===== config.mk =====
export PLATFORM = sky130hd
export DESIGN_NAME = iir_filter_direct_form_two_core
export DESIGN_NICKNAME = d
export VERILOG_FILES = /design/src/rtl/iirdf2_pkg.sv /design/src/rtl/iirdf2_regs.sv /design/src/rtl/iirdf2_ctrl.sv /design/src/rtl/iirdf2_dp.sv /design/src/rtl/iir_filter_direct_form_two_core.sv
export SDC_FILE = /design/constraint.sdc
export NUM_CORES = 2
export LEC_CHECK = 0
export CAP_MARGIN = 20
export CORE_MARGIN = 8
export CORE_UTILIZATION = 30
export CTS_CLUSTER_SIZE = 25
export DETAILED_ROUTE_END_ITERATION = 8
export DONT_BUFFER_PORTS = 1
export HOLD_SLACK_MARGIN = 0.02
export PLACE_DENSITY = 0.5
export RECOVER_POWER = 25
export SLEW_MARGIN = 20
export SYNTH_ARGS = -nofsm -noshare
export SYNTH_HDL_FRONTEND = slang
export SYNTH_SLANG_ARGS = --single-unit

===== constraint.sdc =====
create_clock -name clk -period 11.11 [get_ports clk]
set_input_delay 1.111 -clock clk [delete_from_list [all_inputs] [get_ports clk]]
set_output_delay 1.111 -clock clk [all_outputs]
set_load 0.01 [all_outputs]

===== src/rtl/iirdf2_pkg.sv =====
`timescale 1ns / 1ps
`default_nettype none
// ----------------------------------------------------------------------------
// iirdf2_pkg
// shared types, constants and register map of the direct form II iir filter
// ----------------------------------------------------------------------------
package iirdf2_pkg;

  // filter order, 1 to 3
  localparam int ORDER     = 3;

  // data formats
  localparam int SAMPLE_W  = 16;
  localparam int COEF_W    = 24;
  localparam int STATE_W   = 24;
  localparam int FRAC_BITS = 20;
  localparam int PROD_W    = COEF_W + STATE_W;
  localparam int ACC_W     = PROD_W + 2;
  localparam int RND_W     = ACC_W - FRAC_BITS;
  localparam int HALF_LSB  = 1 << (FRAC_BITS - 1);

  // saturation limits
  localparam int W_MAX     = (1 << (STATE_W - 1)) - 1;
  localparam int W_MIN     = -(1 << (STATE_W - 1));
  localparam int Y_MAX     = (1 << (SAMPLE_W - 1)) - 1;
  localparam int Y_MIN     = -(1 << (SAMPLE_W - 1));

  // coefficient banks
  localparam int NUM_B     = 4;
  localparam int NUM_A     = 3;
  localparam int IDX_W     = $clog2(ORDER + 1);

  // apb register map
  localparam int PADDR_W   = 5;
  localparam int PDATA_W   = 32;
  localparam int REG_IDX_W = 3;

  typedef enum logic [REG_IDX_W-1:0] {
    REG_COEF_B0 = 3'd0,
    REG_COEF_B1 = 3'd1,
    REG_COEF_B2 = 3'd2,
    REG_COEF_B3 = 3'd3,
    REG_COEF_A1 = 3'd4,
    REG_COEF_A2 = 3'd5,
    REG_COEF_A3 = 3'd6
  } reg_idx_t;

  localparam logic [COEF_W-1:0] COEF_B0_RST = COEF_W'(1 << FRAC_BITS);

  typedef logic [NUM_B-1:0][COEF_W-1:0] coef_bank_b_t;
  typedef logic [NUM_A-1:0][COEF_W-1:0] coef_bank_a_t;

  // a[0] holds a1, a[1] holds a2, a[2] holds a3
  typedef struct packed {
    coef_bank_b_t b;
    coef_bank_a_t a;
  } coef_set_t;

  typedef enum logic [2:0] {
    ST_IDLE,
    ST_FB,
    ST_FB_END,
    ST_W0,
    ST_FF,
    ST_FF_END,
    ST_DONE
  } state_t;

  // controller to datapath commands
  typedef struct packed {
    logic             load;
    logic             acc_clr;
    logic             mul_en;
    logic             fb_sel;
    logic [IDX_W-1:0] tap_idx;
    logic             w0_en;
    logic             done_en;
  } dp_cmd_t;

  // datapath to controller status
  typedef struct packed {
    logic out_free;
  } dp_stat_t;

endpackage

`default_nettype wire


===== src/rtl/iirdf2_regs.sv =====
`timescale 1ns / 1ps
`default_nettype none
// ----------------------------------------------------------------------------
// iirdf2_regs
// apb coefficient registers, sign-extended read back
// ----------------------------------------------------------------------------
module iirdf2_regs import iirdf2_pkg::*; (
  input  wire logic                clk,
  input  wire logic                rst_n,
  input  wire logic                psel,
  input  wire logic                penable,
  input  wire logic                pwrite,
  input  wire logic [PADDR_W-1:0]  paddr,
  input  wire logic [PDATA_W-1:0]  pwdata,
  output      logic [PDATA_W-1:0]  prdata,
  output      logic                pready,
  output      coef_set_t           coefs
);

  coef_set_t             coef_r;
  coef_set_t             coef_nxt;
  logic                  wr_en;
  logic [REG_IDX_W-1:0]  reg_idx;
  logic [COEF_W-1:0]     wr_val;
  logic [COEF_W-1:0]     rd_val;

  assign pready  = 1'b1;
  assign wr_en   = psel & penable & pwrite & pready;
  assign reg_idx = paddr[PADDR_W-1:2];
  assign wr_val  = pwdata[COEF_W-1:0];

  // register write decode
  always_comb begin
    coef_nxt = coef_r;
    if (wr_en) begin
      unique case (reg_idx)
        REG_COEF_B0: coef_nxt.b[0] = wr_val;
        REG_COEF_B1: coef_nxt.b[1] = wr_val;
        REG_COEF_B2: coef_nxt.b[2] = wr_val;
        REG_COEF_B3: coef_nxt.b[3] = wr_val;
        REG_COEF_A1: coef_nxt.a[0] = wr_val;
        REG_COEF_A2: coef_nxt.a[1] = wr_val;
        REG_COEF_A3: coef_nxt.a[2] = wr_val;
        default:     coef_nxt = coef_r;
      endcase
    end
  end

  // b0 resets to one, every other coefficient to zero
  always_ff @(posedge clk) begin
    if (!rst_n) begin
      coef_r <= '{b: {{((NUM_B-1)*COEF_W){1'b0}}, COEF_B0_RST}, a: '0};
    end else begin
      coef_r <= coef_nxt;
    end
  end

  // read back
  always_comb begin
    unique case (reg_idx)
      REG_COEF_B0: rd_val = coef_r.b[0];
      REG_COEF_B1: rd_val = coef_r.b[1];
      REG_COEF_B2: rd_val = coef_r.b[2];
      REG_COEF_B3: rd_val = coef_r.b[3];
      REG_COEF_A1: rd_val = coef_r.a[0];
      REG_COEF_A2: rd_val = coef_r.a[1];
      REG_COEF_A3: rd_val = coef_r.a[2];
      default:     rd_val = '0;
    endcase
  end

  assign prdata = {{(PDATA_W-COEF_W){rd_val[COEF_W-1]}}, rd_val};
  assign coefs  = coef_r;

endmodule

`default_nettype wire


===== src/rtl/iirdf2_ctrl.sv =====
`timescale 1ns / 1ps
`default_nettype none
// ----------------------------------------------------------------------------
// iirdf2_ctrl
// sequencer for the shared multiply-accumulate: feedback pass, w0, feedforward
// ----------------------------------------------------------------------------
module iirdf2_ctrl import iirdf2_pkg::*; (
  input  wire logic     clk,
  input  wire logic     rst_n,
  input  wire logic     in_valid,
  output      logic     in_ready,
  input  wire dp_stat_t stat,
  output      dp_cmd_t  cmd
);

  state_t           state_r;
  state_t           state_nxt;
  logic [IDX_W-1:0] cnt_r;
  logic [IDX_W-1:0] cnt_nxt;

  always_ff @(posedge clk) begin
    if (!rst_n) begin
      state_r <= ST_IDLE;
      cnt_r   <= '0;
    end else begin
      state_r <= state_nxt;
      cnt_r   <= cnt_nxt;
    end
  end

  // next state and commands
  always_comb begin
    state_nxt   = state_r;
    cnt_nxt     = cnt_r;
    cmd         = '0;
    cmd.tap_idx = cnt_r;
    in_ready    = 1'b0;
    unique case (state_r)
      ST_IDLE: begin
        in_ready = 1'b1;
        if (in_valid) begin
          cmd.load    = 1'b1;
          cmd.acc_clr = 1'b1;
          cnt_nxt     = '0;
          state_nxt   = ST_FB;
        end
      end
      ST_FB: begin
        cmd.mul_en = 1'b1;
        cmd.fb_sel = 1'b1;
        if (cnt_r == IDX_W'(ORDER - 1)) begin
          cnt_nxt   = '0;
          state_nxt = ST_FB_END;
        end else begin
          cnt_nxt = cnt_r + 1'b1;
        end
      end
      ST_FB_END: begin
        state_nxt = ST_W0;
      end
      ST_W0: begin
        cmd.w0_en   = 1'b1;
        cmd.acc_clr = 1'b1;
        cnt_nxt     = '0;
        state_nxt   = ST_FF;
      end
      ST_FF: begin
        cmd.mul_en = 1'b1;
        if (cnt_r == IDX_W'(ORDER)) begin
          cnt_nxt   = '0;
          state_nxt = ST_FF_END;
        end else begin
          cnt_nxt = cnt_r + 1'b1;
        end
      end
      ST_FF_END: begin
        state_nxt = ST_DONE;
      end
      ST_DONE: begin
        if (stat.out_free) begin
          cmd.done_en = 1'b1;
          state_nxt   = ST_IDLE;
        end
      end
      default: begin
        state_nxt = ST_IDLE;
      end
    endcase
  end

endmodule

`default_nettype wire


===== src/rtl/iirdf2_dp.sv =====
`timescale 1ns / 1ps
`default_nettype none
// ----------------------------------------------------------------------------
// iirdf2_dp
// shared multiplier, accumulator, rounding and saturation, delay line and
// output register
// ----------------------------------------------------------------------------
module iirdf2_dp import iirdf2_pkg::*; (
  input  wire logic                       clk,
  input  wire logic                       rst_n,
  input  wire dp_cmd_t                    cmd,
  output      dp_stat_t                   stat,
  input  wire coef_set_t                  coefs,
  input  wire logic signed [SAMPLE_W-1:0] in_sample_in,
  input  wire logic                       in_last_of_block,
  output      logic                       out_valid,
  input  wire logic                       out_ready,
  output      logic signed [SAMPLE_W-1:0] out_sample_out,
  output      logic                       out_overflow
);

  localparam int DIFF_W = RND_W + 1;
  localparam logic signed [DIFF_W-1:0] W_HI = DIFF_W'(W_MAX);
  localparam logic signed [DIFF_W-1:0] W_LO = DIFF_W'(W_MIN);
  localparam logic signed [RND_W-1:0]  Y_HI = RND_W'(Y_MAX);
  localparam logic signed [RND_W-1:0]  Y_LO = RND_W'(Y_MIN);

  logic signed [SAMPLE_W-1:0] x_r;
  logic                       last_r;
  logic signed [STATE_W-1:0]  dly_r [ORDER];
  logic signed [STATE_W-1:0]  w0_r;
  logic                       ovf_r;
  logic signed [PROD_W-1:0]   prod_r;
  logic                       add_r;
  logic signed [ACC_W-1:0]    acc_r;
  logic                       out_valid_r;
  logic signed [SAMPLE_W-1:0] sample_out_r;
  logic                       overflow_r;

  logic signed [COEF_W-1:0]   coef_sel;
  logic signed [STATE_W-1:0]  tap_sel;
  logic signed [ACC_W-1:0]    acc_half;
  logic signed [RND_W-1:0]    rnd;
  logic signed [DIFF_W-1:0]   diff;
  logic signed [STATE_W-1:0]  w0_sat;
  logic                       w0_ovf;
  logic signed [SAMPLE_W-1:0] y_sat;
  logic                       y_ovf;

  // operand select for the shared multiplier
  always_comb begin
    coef_sel = '0;
    tap_sel  = '0;
    if (cmd.fb_sel) begin
      for (int k = 0; k < ORDER; k++) begin
        if (cmd.tap_idx == IDX_W'(k)) begin
          coef_sel = coefs.a[k];
          tap_sel  = dly_r[k];
        end
      end
    end else begin
      if (cmd.tap_idx == '0) begin
        coef_sel = coefs.b[0];
        tap_sel  = w0_r;
      end
      for (int k = 1; k <= ORDER; k++) begin
        if (cmd.tap_idx == IDX_W'(k)) begin
          coef_sel = coefs.b[k];
          tap_sel  = dly_r[k-1];
        end
      end
    end
  end

  // product register and accumulator
  always_ff @(posedge clk) begin
    if (cmd.mul_en) begin
      prod_r <= coef_sel * tap_sel;
    end
  end

  always_ff @(posedge clk) begin
    if (!rst_n) begin
      add_r <= 1'b0;
    end else begin
      add_r <= cmd.mul_en;
    end
  end

  always_ff @(posedge clk) begin
    if (cmd.acc_clr) begin
      acc_r <= '0;
    end else if (add_r) begin
      acc_r <= acc_r + ACC_W'(prod_r);
    end
  end

  // round half up, then floor shift
  assign acc_half = acc_r + ACC_W'(HALF_LSB);
  assign rnd      = acc_half[ACC_W-1:FRAC_BITS];

  // w0 = x - round(feedback sum), saturated to the state width
  always_comb begin
    diff   = DIFF_W'(x_r) - DIFF_W'(rnd);
    w0_ovf = 1'b0;
    if (diff > W_HI) begin
      w0_sat = STATE_W'(W_MAX);
      w0_ovf = 1'b1;
    end else if (diff < W_LO) begin
      w0_sat = STATE_W'(W_MIN);
      w0_ovf = 1'b1;
    end else begin
      w0_sat = diff[STATE_W-1:0];
    end
  end

  // output saturation
  always_comb begin
    y_ovf = 1'b0;
    if (rnd > Y_HI) begin
      y_sat = SAMPLE_W'(Y_MAX);
      y_ovf = 1'b1;
    end else if (rnd < Y_LO) begin
      y_sat = SAMPLE_W'(Y_MIN);
      y_ovf = 1'b1;
    end else begin
      y_sat = rnd[SAMPLE_W-1:0];
    end
  end

  // input capture and w0 register
  always_ff @(posedge clk) begin
    if (cmd.load) begin
      x_r    <= in_sample_in;
      last_r <= in_last_of_block;
    end
    if (cmd.w0_en) begin
      w0_r  <= w0_sat;
      ovf_r <= w0_ovf;
    end
  end

  // delay line, aged at the end of each sample, or cleared after the last sample of a block
  always_ff @(posedge clk) begin
    if (!rst_n) begin
      for (int k = 0; k < ORDER; k++) begin
        dly_r[k] <= '0;
      end
    end else if (cmd.done_en) begin
      if (last_r) begin
        for (int k = 0; k < ORDER; k++) begin
          dly_r[k] <= '0;
        end
      end else begin
        dly_r[0] <= w0_r;
        for (int k = 1; k < ORDER; k++) begin
          dly_r[k] <= dly_r[k-1];
        end
      end
    end
  end

  // output register
  always_ff @(posedge clk) begin
    if (!rst_n) begin
      out_valid_r <= 1'b0;
    end else if (cmd.done_en) begin
      out_valid_r <= 1'b1;
    end else if (out_ready) begin
      out_valid_r <= 1'b0;
    end
  end

  always_ff @(posedge clk) begin
    if (cmd.done_en) begin
      sample_out_r <= y_sat;
      overflow_r   <= ovf_r | y_ovf;
    end
  end

  assign stat.out_free  = ~out_valid_r | out_ready;
  assign out_valid      = out_valid_r;
  assign out_sample_out = sample_out_r;
  assign out_overflow   = overflow_r;

endmodule

`default_nettype wire


===== src/rtl/iir_filter_direct_form_two_core.sv =====
// each sample runs a feedback pass, a w0 update and a feedforward pass in turn before
// its result is registered; a new input beat is taken only after that, since the
//   single shared multiplier takes ORDER feedback and ORDER+1 feedforward terms
// a finished result waits in the output register while the next sample starts
// reset: synchronous, active low; delay line cleared, b0 = 1.0, others zero
`timescale 1ns / 1ps
`default_nettype none
// ----------------------------------------------------------------------------
// iir_filter_direct_form_two_core
// direct form ii iir filter with apb coefficient registers
// ----------------------------------------------------------------------------
module iir_filter_direct_form_two_core import iirdf2_pkg::*; (
  input  wire logic                       clk,
  input  wire logic                       rst_n,
  // configuration
  input  wire logic                       psel,
  input  wire logic                       penable,
  input  wire logic                       pwrite,
  input  wire logic [PADDR_W-1:0]         paddr,
  input  wire logic [PDATA_W-1:0]         pwdata,
  output      logic [PDATA_W-1:0]         prdata,
  output      logic                       pready,
  // input samples
  input  wire logic                       in_valid,
  output      logic                       in_ready,
  input  wire logic signed [SAMPLE_W-1:0] in_sample_in,
  input  wire logic                       in_last_of_block,
  // results
  output      logic                       out_valid,
  input  wire logic                       out_ready,
  output      logic signed [SAMPLE_W-1:0] out_sample_out,
  output      logic                       out_overflow
);

  coef_set_t coefs;
  dp_cmd_t   cmd;
  dp_stat_t  stat;

  // coefficient registers
  iirdf2_regs u_regs (
    .clk     (clk),
    .rst_n   (rst_n),
    .psel    (psel),
    .penable (penable),
    .pwrite  (pwrite),
    .paddr   (paddr),
    .pwdata  (pwdata),
    .prdata  (prdata),
    .pready  (pready),
    .coefs   (coefs)
  );

  // sequencer
  iirdf2_ctrl u_ctrl (
    .clk      (clk),
    .rst_n    (rst_n),
    .in_valid (in_valid),
    .in_ready (in_ready),
    .stat     (stat),
    .cmd      (cmd)
  );

  // arithmetic and state
  iirdf2_dp u_dp (
    .clk              (clk),
    .rst_n            (rst_n),
    .cmd              (cmd),
    .stat             (stat),
    .coefs            (coefs),
    .in_sample_in     (in_sample_in),
    .in_last_of_block (in_last_of_block),
    .out_valid        (out_valid),
    .out_ready        (out_ready),
    .out_sample_out   (out_sample_out),
    .out_overflow     (out_overflow)
  );

endmodule

`default_nettype wire


# Word-level counts from Yosys, hierarchy flattened
# Memories as Yosys holds them, arrays and structs flattened.
# Cells that the tools add are included.
# op_classes
add_sub_neg	4
n_mul	1
div_mod_pow	0
magnitude_cmp	4
eq_ne	19
shifts	0
mux	57
bitwise	11
reduce_logical	15
# op_table
op	n
two-way mux 24 bit	23
one-hot mux 24 bit (7 select lines)	1
adder 50 x 21 -> 50 bit (second input constant)	1
adder 50 x 48 -> 50 bit	1
multiplier 24 x 24 -> 48 bit	1
> comparator 31 x 24 -> 1 bit (second input constant)	1
less-than comparator 31 x 24 -> 1 bit (second input constant)	1
subtractor 16 x 30 -> 31 bit	1
> comparator 30 x 16 -> 1 bit (second input constant)	1
less-than comparator 30 x 16 -> 1 bit (second input constant)	1
two-way mux 1 bit	21
one-hot mux 3 bit (7 select lines)	1
equality test 3 bit (second input constant)	6
two-way mux 16 bit	1
AND reduction 2 bit	8
equality test 3 x 2 -> 1 bit (second input constant)	4
two-way mux 3 bit	4
two-way mux 2 bit	4
bitwise OR 1 bit	8
one-hot mux 2 bit (4 select lines)	1
equality test 3 x 1 -> 1 bit (second input constant)	2
zero test 3 bit	2
equality test 2 bit (second input constant)	2
!= test 2 x 1 -> 1 bit (second input constant)	2
other kinds (11)	13
# word_totals
register_bits	332
latch_bits	0
ramBits	72
romBits	0
output_inout_bits	52
wordCells	131
mem_count	1
# memory_table
name	depth	width	rd	rd_ports_with_merged_regs	wr	line	text
u_dp.dly_r	3	24	3	0	3	iirdf2_dp.sv:30	logic signed [STATE_W-1:0] dly_r [ORDER];

# Depth between registers and ports, before layout
# logic_depth
word_depth	9
depth_mapped	40
depth_no_buf	36

# Modules after synthesis
# A second synthesis with hierarchy kept.
# unflattened
hier_cells	4550
area_unflattened_um2	44014.7
# modules_own_cells
module	n_inst	cells_each	area_per_inst_um2	seq_area_each_um2
iirdf2_dp	1	3744	36084.6	6416.2
iirdf2_regs	1	753	7518.5	3363.2
iirdf2_ctrl	1	53	411.6	100.1

# Least setup slack after synthesis
# Ideal clock, no wire load.
# synth_timing
path_kind	register -> register
startpoint	register u_ctrl.cnt_r[0]
endpoint	register u_dp.prod_r[44] (data pin)
setup_ns	0.263
t_arrival_ns	8.332
t_required_ns	10.847
slack_ns	2.515
stages_incl_launch_ff	32
path_buffers	5
path_cell_list	dfxtp_1 > ha_1 > clkbuf_1 > clkbuf_1 > buf_1 > o21ai_0 > a221oi_1 > clkbuf_1 > nor2_1 > fa_1 > inv_1 > fa_1 > inv_1 > fa_1 > fa_1 > fa_1 > fa_1 > inv_1 > fa_1 > inv_1 > ha_1 > clkbuf_1 > a21oi_1 > nor2b_1 > o21ai_0 > nand2b_1 > a21o_1 > a21o_1 > a21oi_1 > nor2b_1 > a311oi_1 > xnor2_1
# synth_between
elab_chain_cells	7
# synth_rtl
item	line	text
start, declared	iirdf2_ctrl.sv:18	logic [IDX_W-1:0] cnt_r;
start signal, assigned	iirdf2_ctrl.sv:27	cnt_r <= cnt_nxt;
zero test 2 bit	iirdf2_dp.sv:56, iirdf2_dp.sv:62	
two-way mux 24 bit	iirdf2_dp.sv:62	if (cmd.tap_idx == '0) begin
two-way mux 24 bit (3 in a row)	iirdf2_dp.sv:67	if (cmd.tap_idx == IDX_W'(k)) begin
two-way mux 24 bit	iirdf2_dp.sv:54	if (cmd.fb_sel) begin
multiplier 24 x 24 -> 48 bit (*)	iirdf2_dp.sv:78	prod_r <= coef_sel * tap_sel;
end signal, assigned	iirdf2_dp.sv:78	
end, declared	iirdf2_dp.sv:33	logic signed [PROD_W-1:0] prod_r;
# Mark *: on every way between the ends. The rest lies on a longest branch, timed or not.
# A chain may end at the register's enable or synchronous reset.

# Worst setup path in the final report
# layout_timing
startpoint	register u_ctrl.cnt_r[1]
endpoint	register u_dp.prod_r[47] (data pin)
# The elaborated chain is that of the path after synthesis.

==> flow_summary.toml <==
[run_status]
status = "complete, but fails checks"
violations = "capacitance limit, slew limit"

[placed_design]
gp_congestion = 0.900
portBuffers = 0
dp_hpwl_mm = 108
place_ws_ns = 1.01

[yosys]
synthFlopType = "dfxtp_1"
synth.cell_area_sq_um = 44400
ys_seq_area_share_pct = 22.3
yosys_warnings = 0
yosysTopAreaCell = "fa_1"
syn_area_per_cell_sq_um = 8.61
ys_ff_latch = 404
syn_nets = 6041
syn_inst = 5152
synth_area_leaders = "fa_1 27%, edfxtp_1 12%, dfxtp_1 10%"
ys_async_sr_fraction_pct = 0
yosysTopAreaCellShare_pct = 27.5
synth-edff-count = 179
synthDistinctLibCells = 90

[cts]
clk_path_buf_depth = 3
post_cts_buffers = 0
numCtsBuffers = 47
clock-sinks = 404
insertion_delay_ns = 0.61
postCtsHoldBufs = 0
htreeDepth = 2
cts-root-buf = "clkbuf_16"
cts_tree = "yes"
ctsResizeCount = 0
clkSlewWorstSetupHoldPaths_ns = 0.06

[drt]
ant_nets = 0
drt-total-wl_mm = 142
viasPerCell = 4.95
drc = 0
drtIter0Drc = 2423
dr.pass1.iters = 5
dr_total_vias = 34700
wl_per_cell_um = 20.3

[setup_path]
rr_startpoint = "u_ctrl.cnt_r[1]$_SDFFE_PN0P_"
cp_max_fo = 56
critPathLaunchType = "register"
crit_top_cell = "fa_1"
slowest_stage = "a21o_1"
critPathKind = "register to register"
critPathMaxStageDelay_ns = 0.66
critPathArrivalTime_ns = 10.48
crit_required_ns = 11.45
crit_path_start = "u_ctrl.cnt_r[1]$_SDFFE_PN0P_"
crit_path_end_kind = "register"

[floorplanning]
io_pins = 113
dieArea_sq_um = 160000
initial_utilization_pct = 30.1
coreArea_sq_um = 147000
rows = 141
fp.dieW_um = 401
die_h_um = 401

[sta]
finalCritPeriodShare_pct = 91.4
skew_ns = 0.0245
rsz0062_at_grt = "no"
hold-worst-slack_ns = 0.461
max_slew_margin_pct = -98.8
fin_ws_ns = 0.961
finalMaxSlewViolations = 104
finalHoldViolCount = 0
layout_min_cycle_time_ns = 10.15
fmax_ghz = 0.0985
tns_ns = 0
tightest_slew_ns = 2.98
setup_viol = 0

[finish]
fill_cells = 15400
final_core_util_pct = 32.8
drive_above_1_share_pct = 5.63
synthToLayoutAreaGrowth_pct = 8.93
fin_nets = 5932
diodes = 0

[hold_path]
hold_path_startpoint = "u_dp.acc_r[49]$_SDFFE_PP0P_"
hp-class = "register to register"

[global_route]
grt_usage_pct = 17.5
grt-ovfl-total = 0
grt_max_degree = 178
grt_pass1_vias = 35600
antenna_found_initial = 2
grt_pass1_wl_mm = 223

[job]
maxCapViolations = 3
cell families (layout without fill, tap and decap cells):
group | after synthesis | after routing | share of synthesized area, %
buf+inv | 951 | 879 | 8.17
simple gates | 1763 | 1763 | 16.6
mux | 80 | 80 | 2.09
flops | 404 | 404 | 22.3
fa+ha+maj | 828 | 828 | 33.6
xor+xnor | 146 | 146 | 2.90
compound gates | 979 | 979 | 14.3
other cells | 1 | 1 | 0.00845
through the flow:
| stage | std cells | instance area [sq um] |
|---|---|---|
| final | 7010 | 48300 |
| after global routing | 7010 | 48300 |
| after CTS | 7010 | 48400 |
| after detailed placement | 6924 | 46800 |
| after global placement | 6924 | 46800 |
| after floorplan | 5152 | 44400 |
routing by layer:
layer  vias up  track usage, %  routed length (um)
li1      16300               -                   -
met1     17300            24.9               65600
met2       878            28.5               65200
met3       188            2.27                7760
met4         2            3.87                3580
met5         -               0                  13
worst max-delay path: cells and delay by family (launching register included):
| kind | cells | cell delay, ns |
|---|---|---|
| adder cells (fa/ha/maj) | 9 | 4.64 |
| AO/OA/AOI/OAI | 11 | 3.02 |
| AND/OR/NAND/NOR | 6 | 0.86 |
| buffers and inverters | 6 | 0.82 |
| flip-flops | 1 | 0.36 |
| XOR/XNOR | 1 | 0.10 |
synthesized netlist by cell type, types with 7 or more instances:
| master | instances |
|---|---|
| o22ai_1 | 27 |
| a211oi_1 | 43 |
| mux4_2 | 9 |
| inv_1 | 670 |
| o21ai_1 | 36 |
| mux2_2 | 13 |
| and3_1 | 21 |
| xnor2_1 | 91 |
| or2_2 | 7 |
| nand2_1 | 880 |
| nand2b_1 | 25 |
| a22oi_1 | 15 |
| edfxtp_1 | 179 |
| o21a_1 | 23 |
| and2_1 | 100 |
| a221oi_1 | 15 |
| o211ai_1 | 7 |
| o31ai_1 | 8 |
| fa_1 | 609 |
| mux2i_1 | 58 |
| nand3_1 | 39 |
| o221ai_1 | 8 |
| clkbuf_1 | 228 |
| buf_4 | 9 |
| nor2b_1 | 24 |
| nor4_1 | 8 |
| a21oi_1 | 324 |
| xor2_1 | 54 |
| ha_1 | 219 |
| nor3_1 | 34 |
| nor2_1 | 572 |
| o21ai_0 | 110 |
| nand4_1 | 19 |
| a21boi_0 | 174 |
| o21bai_1 | 16 |
| buf_1 | 33 |
| a31oi_1 | 19 |
| a21o_1 | 93 |
| dfxtp_1 | 225 |
final timing paths:
check / endpoint / slack [ns] / cells after the start
min: u_dp.acc_r[49]$_SDFFE_PP0P_ / 0.46 / 2
max reg2reg: u_dp.prod_r[47]$_DFFE_PP_ / 0.96 / 33
max: u_dp.prod_r[47]$_DFFE_PP_ / 0.96 / 33
min reg2reg: u_dp.acc_r[49]$_SDFFE_PP0P_ / 0.46 / 2
cell usage in the layout, fill, tap and decap left out, drive strengths merged, types with 7 or more instances in the layout:
cell    synthesis  final
clkbuf        229     70
dfxtp         225    225
a21boi        174    174
a31oi          19     19
a21o           93     93
mux4            9      9
and2          100    100
a211oi         43     43
ha            219    219
edfxtp        179    179
nor2          575    575
mux2           13     13
nor2b          25     25
fa            609    609
o221ai          8      8
nand4          20     20
xor2           54     54
and3           21     21
o31ai          13     13
nand2         881    881
a22oi          15     15
nand3          39     39
inv           670    672
clkinv          3     14
o21ai         147    147
o211ai          8      8
a21oi         328    328
and4            7      7
o21bai         16     16
or2             8      8
mux2i          58     58
o21a           23     23
nor3           34     34
xnor2          92     92
nand2b         25     25
nor4            8      8
a221oi         15     15
o22ai          27     27
buf            49    116
area by class of cell:
cell class / count / area (sq um) / share of cell area [%]
Inverter: 673 / 2530 / 5.23
Clock buffer: 66 / 1340 / 2.78
Multi-Input combinational cell: 3797 / 31100 / 64.3
Tap cell: 1930 / 2410 / 5.00
Sequential cell: 404 / 9880 / 20.4
Clock inverter: 20 / 164 / 0.339
Timing Repair Buffer: 120 / 936 / 1.94
flip-flops by register name, summed over array words and instances, names as in the netlist, 2 cells and up:
name	count
u_dp.prod_r	48
u_dp.acc_r	50
u_dp.out_sample_out	16
u_dp.dly_r	72
u_ctrl.state_r	3
u_dp.w0_r	24
u_regs.coefs	168
u_ctrl.cnt_r	2
u_dp.x_r	16
Power is left out: the tool's default activity adds up to more than one toggle a clock period on the data nets, which glitch-free logic cannot reach.
